File: src/sv/ltu_pkg.sv
// ----------------------------------------------------------------------------
// ltu_pkg
// Shared types, codes and the CP1252 high-range table for the text
// transcoder.
// ----------------------------------------------------------------------------
package ltu_pkg;

    // Input operation codes
    localparam logic [1:0] OP_UNICODE = 2'd0;
    localparam logic [1:0] OP_CP1252  = 2'd1;
    localparam logic [1:0] OP_FLUSH   = 2'd2;

    // Result kinds
    localparam logic KIND_TEXT = 1'b0;
    localparam logic KIND_PARA = 1'b1;

    // Control code points of interest
    localparam logic [15:0] CP_CR        = 16'h000D;
    localparam logic [15:0] CP_CELL_MARK = 16'h0007;
    localparam logic [15:0] CP_PAGE      = 16'h000C;
    localparam logic [15:0] CP_VTAB      = 16'h000B;
    localparam logic [15:0] CP_SPACE     = 16'h0020;
    localparam logic [15:0] CP_TAB       = 16'h0009;
    localparam logic [15:0] CP_LF        = 16'h000A;
    localparam logic [15:0] CP_2BYTE_MIN = 16'h0080;
    localparam logic [15:0] CP_3BYTE_MIN = 16'h0800;

    // One unit of work for the back end: 1 to 3 result bytes
    typedef struct packed {
        logic            kind;
        logic [1:0]      cnt;
        logic [2:0][7:0] bytes;
    } ltu_job_t;

    // Map a CP1252 byte to its code point
    function automatic logic [15:0] cp1252_map(input logic [7:0] b);
        logic [15:0] cp;
        begin
            case (b)
                8'h80: cp = 16'h20AC;
                8'h82: cp = 16'h201A;
                8'h83: cp = 16'h0192;
                8'h84: cp = 16'h201E;
                8'h85: cp = 16'h2026;
                8'h86: cp = 16'h2020;
                8'h87: cp = 16'h2021;
                8'h88: cp = 16'h02C6;
                8'h89: cp = 16'h2030;
                8'h8A: cp = 16'h0160;
                8'h8B: cp = 16'h2039;
                8'h8C: cp = 16'h0152;
                8'h8E: cp = 16'h017D;
                8'h91: cp = 16'h2018;
                8'h92: cp = 16'h2019;
                8'h93: cp = 16'h201C;
                8'h94: cp = 16'h201D;
                8'h95: cp = 16'h2022;
                8'h96: cp = 16'h2013;
                8'h97: cp = 16'h2014;
                8'h98: cp = 16'h02DC;
                8'h99: cp = 16'h2122;
                8'h9A: cp = 16'h0161;
                8'h9B: cp = 16'h203A;
                8'h9C: cp = 16'h0153;
                8'h9E: cp = 16'h017E;
                8'h9F: cp = 16'h0178;
                default: cp = {8'h00, b};
            endcase
            return cp;
        end
    endfunction

endpackage

File: src/sv/ltu_front.sv
// ----------------------------------------------------------------------------
// ltu_front
// Accepts code units, maps and filters them, tracks paragraph state and
// writes UTF-8 jobs into the job queue.
// ----------------------------------------------------------------------------
module ltu_front (
    input  logic             clk,
    input  logic             rst_n,
    input  logic             push,
    output logic             full,
    input  logic [1:0]       opcode,
    input  logic [15:0]      code_unit,
    input  logic             q_full,
    output logic             q_wr,
    output ltu_pkg::ltu_job_t q_wr_job
);
    import ltu_pkg::*;

    logic        has_text_reg;
    logic        has_text_next;
    logic        accept;
    logic [15:0] cp;
    logic [15:0] cp_fix;
    logic        para_end;
    logic        is_text;
    ltu_job_t    job;

    assign full   = q_full;
    assign accept = push && !q_full;

    // Map the unit to a code point
    always_comb
    begin
        if (opcode == OP_CP1252)
            cp = cp1252_map(code_unit[7:0]);
        else
            cp = code_unit;
        cp_fix = (cp == CP_VTAB) ? CP_LF : cp;
    end

    // Classify the transaction and build the job
    always_comb
    begin
        para_end = 1'b0;
        is_text  = 1'b0;
        case (opcode)
            OP_FLUSH:
            begin
                para_end = 1'b1;
            end
            OP_UNICODE, OP_CP1252:
            begin
                if (cp == CP_CR || cp == CP_CELL_MARK || cp == CP_PAGE)
                    para_end = 1'b1;
                else if (cp_fix >= CP_SPACE || cp_fix == CP_TAB || cp_fix == CP_LF)
                    is_text = 1'b1;
            end
            default:
            begin
                para_end = 1'b0;
            end
        endcase

        job       = '0;
        job.kind  = KIND_TEXT;
        if (para_end)
        begin
            job.kind = KIND_PARA;
            job.cnt  = 2'd1;
        end
        else if (cp_fix < CP_2BYTE_MIN)
        begin
            job.cnt      = 2'd1;
            job.bytes[0] = cp_fix[7:0];
        end
        else if (cp_fix < CP_3BYTE_MIN)
        begin
            job.cnt      = 2'd2;
            job.bytes[0] = {3'b110, cp_fix[10:6]};
            job.bytes[1] = {2'b10, cp_fix[5:0]};
        end
        else
        begin
            job.cnt      = 2'd3;
            job.bytes[0] = {4'b1110, cp_fix[15:12]};
            job.bytes[1] = {2'b10, cp_fix[11:6]};
            job.bytes[2] = {2'b10, cp_fix[5:0]};
        end
    end

    // Emit each text job, and a marker only when the paragraph holds text
    always_comb
    begin
        has_text_next = has_text_reg;
        q_wr          = 1'b0;
        if (accept)
        begin
            if (para_end)
            begin
                q_wr          = has_text_reg;
                has_text_next = 1'b0;
            end
            else if (is_text)
            begin
                q_wr          = 1'b1;
                has_text_next = 1'b1;
            end
        end
    end

    assign q_wr_job = job;

    // Hold paragraph state
    always_ff @(posedge clk or negedge rst_n)
    begin
        if (!rst_n)
            has_text_reg <= 1'b0;
        else
            has_text_reg <= has_text_next;
    end

endmodule

File: src/sv/ltu_queue.sv
// ----------------------------------------------------------------------------
// ltu_queue
// Small job queue between the front and back ends.
// ----------------------------------------------------------------------------
module ltu_queue #(
    parameter int DEPTH = 4
) (
    input  logic              clk,
    input  logic              rst_n,
    input  logic              wr,
    input  ltu_pkg::ltu_job_t wr_job,
    input  logic              rd,
    output ltu_pkg::ltu_job_t rd_job,
    output logic              q_full,
    output logic              q_empty
);
    import ltu_pkg::*;

    localparam int PTR_W = (DEPTH > 1) ? $clog2(DEPTH) : 1;
    localparam int CNT_W = $clog2(DEPTH + 1);
    localparam logic [PTR_W-1:0] PTR_LAST = PTR_W'(DEPTH - 1);
    localparam logic [CNT_W-1:0] CNT_FULL = CNT_W'(DEPTH);

    ltu_job_t         slot_reg [DEPTH];
    logic [PTR_W-1:0] wr_ptr_reg, wr_ptr_next;
    logic [PTR_W-1:0] rd_ptr_reg, rd_ptr_next;
    logic [CNT_W-1:0] cnt_reg, cnt_next;
    logic             do_wr;
    logic             do_rd;

    assign q_full  = (cnt_reg == CNT_FULL);
    assign q_empty = (cnt_reg == '0);
    assign do_wr   = wr && !q_full;
    assign do_rd   = rd && !q_empty;
    assign rd_job  = slot_reg[rd_ptr_reg];

    // Advance pointers and count
    always_comb
    begin
        wr_ptr_next = wr_ptr_reg;
        rd_ptr_next = rd_ptr_reg;
        cnt_next    = cnt_reg;
        if (do_wr)
            wr_ptr_next = (wr_ptr_reg == PTR_LAST) ? '0 : wr_ptr_reg + 1'b1;
        if (do_rd)
            rd_ptr_next = (rd_ptr_reg == PTR_LAST) ? '0 : rd_ptr_reg + 1'b1;
        if (do_wr && !do_rd)
            cnt_next = cnt_reg + 1'b1;
        else if (do_rd && !do_wr)
            cnt_next = cnt_reg - 1'b1;
    end

    always_ff @(posedge clk or negedge rst_n)
    begin
        if (!rst_n)
        begin
            wr_ptr_reg <= '0;
            rd_ptr_reg <= '0;
            cnt_reg    <= '0;
        end
        else
        begin
            wr_ptr_reg <= wr_ptr_next;
            rd_ptr_reg <= rd_ptr_next;
            cnt_reg    <= cnt_next;
        end
    end

    // Store the incoming job
    always_ff @(posedge clk)
    begin
        if (do_wr)
            slot_reg[wr_ptr_reg] <= wr_job;
    end

endmodule

File: src/sv/ltu_back.sv
// ----------------------------------------------------------------------------
// ltu_back
// Walks the head job byte by byte into the result register.
// ----------------------------------------------------------------------------
module ltu_back (
    input  logic              clk,
    input  logic              rst_n,
    input  ltu_pkg::ltu_job_t head_job,
    input  logic              q_empty,
    output logic              q_rd,
    output logic              empty,
    input  logic              pop,
    output logic              kind,
    output logic [7:0]        text_byte,
    output logic              last
);
    import ltu_pkg::*;

    logic       out_valid_reg, out_valid_next;
    logic       kind_reg;
    logic [7:0] byte_reg;
    logic       last_reg;
    logic [1:0] idx_reg, idx_next;
    logic       load;
    logic       is_last;

    assign load    = (!out_valid_reg || pop) && !q_empty;
    assign is_last = (idx_reg == head_job.cnt - 2'd1);
    assign q_rd    = load && is_last;

    // Advance the byte index and result valid
    always_comb
    begin
        idx_next       = idx_reg;
        out_valid_next = out_valid_reg;
        if (load)
        begin
            idx_next       = is_last ? 2'd0 : idx_reg + 2'd1;
            out_valid_next = 1'b1;
        end
        else if (pop)
        begin
            out_valid_next = 1'b0;
        end
    end

    always_ff @(posedge clk or negedge rst_n)
    begin
        if (!rst_n)
        begin
            out_valid_reg <= 1'b0;
            idx_reg       <= 2'd0;
        end
        else
        begin
            out_valid_reg <= out_valid_next;
            idx_reg       <= idx_next;
        end
    end

    // Load the result payload
    always_ff @(posedge clk)
    begin
        if (load)
        begin
            kind_reg <= head_job.kind;
            byte_reg <= head_job.bytes[idx_reg];
            last_reg <= is_last;
        end
    end

    assign empty     = !out_valid_reg;
    assign kind      = kind_reg;
    assign text_byte = byte_reg;
    assign last      = last_reg;

endmodule

File: src/sv/legacy_text_to_utf8_paragraphs_core.sv
// ----------------------------------------------------------------------------
// legacy_text_to_utf8_paragraphs_core
// CP1252 / 16-bit unit to UTF-8 transcoder with paragraph markers.
// ----------------------------------------------------------------------------
// The block takes one code unit per cycle while full is low and writes each
// unit that yields output into a job queue of QUEUE_DEPTH entries; dropped
// units and empty paragraph ends leave nothing. The back end sends one result
// per cycle from the head job while pop takes each result, so an item yields
// 1, 2 or 3 results according to its UTF-8 length; the result port is a single
// output register, which sets the sustained rate at one result per cycle while
// pop stays high. Input sees full only while the queue holds QUEUE_DEPTH jobs.
// An item's first result goes into a queue slot, then the output register.
module legacy_text_to_utf8_paragraphs_core #(
    parameter int QUEUE_DEPTH = 4
) (
    input  logic        clk,
    input  logic        rst_n,
    input  logic        push,
    output logic        full,
    input  logic [1:0]  opcode,
    input  logic [15:0] code_unit,
    output logic        empty,
    input  logic        pop,
    output logic        kind,
    output logic [7:0]  text_byte,
    output logic        last
);
    import ltu_pkg::*;

    ltu_job_t q_wr_job;
    ltu_job_t head_job;
    logic     q_wr;
    logic     q_rd;
    logic     q_full;
    logic     q_empty;

    ltu_front u_front (
        .clk       (clk),
        .rst_n     (rst_n),
        .push      (push),
        .full      (full),
        .opcode    (opcode),
        .code_unit (code_unit),
        .q_full    (q_full),
        .q_wr      (q_wr),
        .q_wr_job  (q_wr_job)
    );

    ltu_queue #(
        .DEPTH (QUEUE_DEPTH)
    ) u_queue (
        .clk     (clk),
        .rst_n   (rst_n),
        .wr      (q_wr),
        .wr_job  (q_wr_job),
        .rd      (q_rd),
        .rd_job  (head_job),
        .q_full  (q_full),
        .q_empty (q_empty)
    );

    ltu_back u_back (
        .clk       (clk),
        .rst_n     (rst_n),
        .head_job  (head_job),
        .q_empty   (q_empty),
        .q_rd      (q_rd),
        .empty     (empty),
        .pop       (pop),
        .kind      (kind),
        .text_byte (text_byte),
        .last      (last)
    );

endmodule

File: config.mk
export PLATFORM = sky130hd
export DESIGN_NAME = legacy_text_to_utf8_paragraphs_core
export DESIGN_NICKNAME = d
export VERILOG_FILES = /design/src/sv/ltu_pkg.sv /design/src/sv/ltu_front.sv /design/src/sv/ltu_queue.sv /design/src/sv/ltu_back.sv /design/src/sv/legacy_text_to_utf8_paragraphs_core.sv
export SDC_FILE = /design/constraint.sdc
export NUM_CORES = 1
export LEC_CHECK = 0
export BUFFER_PORTS_ARGS = -buffer_cell sky130_fd_sc_hd__buf_2
export CORE_UTILIZATION = 50
export DETAILED_ROUTE_END_ITERATION = 10
export GPL_ROUTABILITY_DRIVEN = 0
export PLACE_DENSITY = 0.71
export SYNTH_ARGS = -nofsm -noshare
export SYNTH_HDL_FRONTEND = slang
export SYNTH_HIERARCHICAL = 1
export SYNTH_SLANG_ARGS = --single-unit
export TNS_END_PERCENT = 10
File: constraint.sdc
create_clock -name clk -period 3.3 [get_ports clk]
set_input_delay 0.66 -clock clk [delete_from_list [all_inputs] [get_ports clk]]
set_output_delay 0.66 -clock clk [all_outputs]
set_load 0.05 [all_outputs]
==> key figures <==
Status
  – Status: finished with violations
  – Violated checks: negative setup slack

Layout
  – Register area: between 0.003 and 0.004 mm^2
  – Layout Cells excl Fill: approximately 750
  – Share of post-route cells with drive strength above 1: 0.388
  – Nets: about 600
  – Layout area overhead: 27.0%
  – Multi-input gate area: ~0.0024 mm^2
  – Largest register FFs: about 110
  – Antenna cells: 0
  – Layout filler cell count: around 860

Placement
  – Inst Count DP: between 700 and 800
  – # port buffers: 33
  – Pre-CTS setup slack: -0.484 ns
  – DP Wirelength: 9640 um

CTS
  – Clock buffer depth: 2
  – TritonCTS Sinks: approximately 130
  – CTS H-tree lvls: 4
  – TritonCTS clock tree: yes
  – Clock slew at reported path FFs: roughly 0.060 ns
  – CTS buffer count: 17
  – CTS Root Cell: clkbuf_16
  – Clock latency on the worst-skew pair: between 0.4 and 0.5 ns

Detailed routing
  – Routed len/inst: about 20 um
  – DR top layer: met4
  – Wire length on met2: 7570 um
  – Vias/cell: ~5.8
  – Via count: between 4,000 and 5,000
  – Routed Antenna Nets: 0
  – M1 WL: 6040 um
  – Initial DRC Count: 440
  – Detailed Route WL: roughly 15,000 um
  – First-pass DRT Iterations: 5
  – DR WL met3: a little over 700 um
  – DRC: 0

Synthesis
  – Number of synthesized flops with an enable pin: 118
  – Largest family of logic cells by synthesized area: multiplexers
  – Synth Instances: 459
  – Unique masters post-synth: about 70
  – Top-count cell post-synth: edfxtp_1
  – Proportion of synthesized chip area in sequential cells: 0.601
  – Top cell type's share of synthesized area: 0.558
  – Simple-gate area share of the yosys netlist: 0.111
  – Multiplexer share of the synthesized area: 0.120
  – Synth Area in Adders: 0.0150
  – Asr flop ratio synth: 0.0853
  – Compound-Gate Fraction of Synth Area: 0.107
  – XOR/XNOR Fraction of Synth Area: 0.00552
  – Commonest cells in the netlist: 118 x edfxtp_1, 31 x nand2_1, 30 x nor2_1
  – Largest area contributor in the netlist: edfxtp_1
  – Prevailing post-synth register cell: edfxtp_1
  – Synth Cell Area: around 0.0063 mm^2
  – Top post-synthesis cells by area: edfxtp_1 56%, mux4_2 9.6%, dfrtp_1 4.3%
  – Synth warnings: 6
  – Register bit total from synthesis: 129
  – Avg Inst Size Synth: roughly 14 um^2

STA
  – Final period util: 1.01
  – Layout Skew: ~0.012 ns
  – Crit path time final: around 3.3 ns
  – Worst setup margin: -0.0238 ns
  – Relative slew slack: 0.524
  – Final setup fails: 1
  – Slew Limit Fails: 0
  – Fin. Hold Viols: 0
  – Worst slew pin tran: between 0.7 and 0.8 ns
  – Fmax: approximately 0.3 GHz
  – RSZ-0062 raised after global routing: true

Die
  – Starting Density: 0.520
  – Die width: roughly 110 um
  – DIE HEIGHT: around 110 um
  – Site row count: 40
  – Num ports: 34
  – CORE AREA: 0.0122 mm^2
  – Die area: between 0.01 and 0.015 mm^2

Min path
  – Min-delay worst type: input pin to asynchronous set/reset pin

Power and ir drop
  – VDD IR max: approximately 0.40 mV
  – Switching share of total power: 0.310
  – Overall Power: 6330 uW
  – Combinational share of power: 0.331
  – Sequential share of power: 0.372
  – Clk pwr share: 0.297
  – P_leak: approximately 0.003 uW
  – Pint: approximately 4400 uW
  – Switching pwr: roughly 2000 uW
  – Power density cells: approximately 800 mW/mm^2

Setup path
  – Crit path capture type: register
  – Slowest stage delay, CP: approximately 0.35 ns
  – Crit path buffers/inverters: 3
  – Crit Path Class: input pin to register
  – Worst EP required: ~3.6 ns
  – R2R Path Start: u_queue/rd_ptr_reg[0]
  – Worst path slowest cell: fa_2
  – FF-to-FF setup slack: about 0.34 ns
  – Crit path max fanout: 4
  – Cell Chain, Critical Path: buf_6, buf_6, nor3b_4, nand2_4, a211o_4, a211o_1, and2b_1, nor3_2, o22a_1, a21oi_2, nor2b_4, ha_4, inv_2, fa_2, xor2_1, nor2_1, xor2_1
  – CP top delay family: compound AO/OA/AOI/OAI gates
  – Critical path startpoint category: input pin
  – Worst r2r dst: u_queue/cnt_reg[1]
  – Critical Path AT: roughly 3.6 ns
  – R2R depth: 9

Global routing
  – Global-route wire length before repair: around 23,000 um
  – GRT Overall Usage: 0.238
  – Initial antenna violation count: 0
  – Total congestion overflow: 0
  – Vias in the first global route: 4,445
  – Largest net degree at the start of global routing: 29

Job
  – Max-Cap Viols: 0
-- repair_timing --
item / 4_1_cts / 5_1_grt
pin swaps: 0 / 10
resized for setup: 3 / 19
setup endpoints to repair: 1 / 109
cloned: 0 / 1
buffers inserted: 0 / 12
hold buffers: 0 / 0
-- cell families (layout without fill, tap and decap cells) --
group                    count (synthesis)  in the layout
adder cells (fa/ha/maj)                  7              7
AND/OR/NAND/NOR                        132            132
XOR/XNOR                                 4              4
other                                    1              2
multiplexers                            41             41
AO/OA/AOI/OAI                           98             98
flip-flops                             129            129
buffers and inverters                   47            172
-- metal layers --
layer,vias to the layer above,global-route usage
met3,30,0.0519
met2,176,0.408
met1,2171,0.294
li1,2003,-
met4,0,0.0996
met5,-,0
-- power groups by stage --
stage	registers, uW	logic [uW]	clock network (uW)
2_1_floorplan	2570	1250	0
3_3_place_gp	2360	1980	0
3_5_place_dp	2380	2030	0
4_1_cts	2360	2060	1890
5_1_grt	2390	2250	1970
6_report	2350	2090	1880
-- worst max-delay path by stage --
stage                 start                 end  slack [ns]  depth (start not counted)
3_5_place_dp   code_unit[5]  u_queue/cnt_reg[2]       -0.48                         17
4_1_cts        code_unit[5]  u_queue/cnt_reg[2]       -0.01                         18
2_1_floorplan  code_unit[1]  u_queue/cnt_reg[2]       -0.30                         17
6_report       code_unit[6]  u_queue/cnt_reg[2]       -0.02                         17
5_1_grt        code_unit[6]  u_queue/cnt_reg[2]       -0.14                         17
3_3_place_gp   code_unit[5]  u_queue/cnt_reg[1]       -0.37                         16
-- area by class of cell --
cell class                 instances  area share
clock inverter                    13      0.0210
sequential                       129       0.474
clock buffer                      18      0.0532
inverter                          12     0.00559
tap                              168      0.0261
timing repair buffer             129       0.126
multi-input combinational        284       0.294
-- per-stage QoR --
stage | TNS (ns) | hold slack [ns] | utilization | instance area [um^2]
after floorplan | -16.66 | 0.364 | - | 6390
after global placement | -25.31 | 0.508 | 0.595 | 7270
after detailed placement | -34.53 | 0.523 | 0.595 | 7270
after CTS | -0.0136 | 0.112 | 0.645 | 7880
after global routing | -0.342 | 0.119 | 0.660 | 8060
final | -0.0238 | 0.119 | 0.660 | 8060
-- placed cells by master, fill, tap and decap left out, types with 15 or more instances in the layout --
| cell | n |
|---|---|
| buf_4 | 84 |
| buf_2 | 31 |
| nand2_1 | 31 |
| mux4_2 | 27 |
| a21oi_1 | 15 |
| nor2_1 | 29 |
| edfxtp_1 | 118 |
| o21ai_0 | 19 |
| clkbuf_16 | 18 |
(Power assumes the default switching activity.)
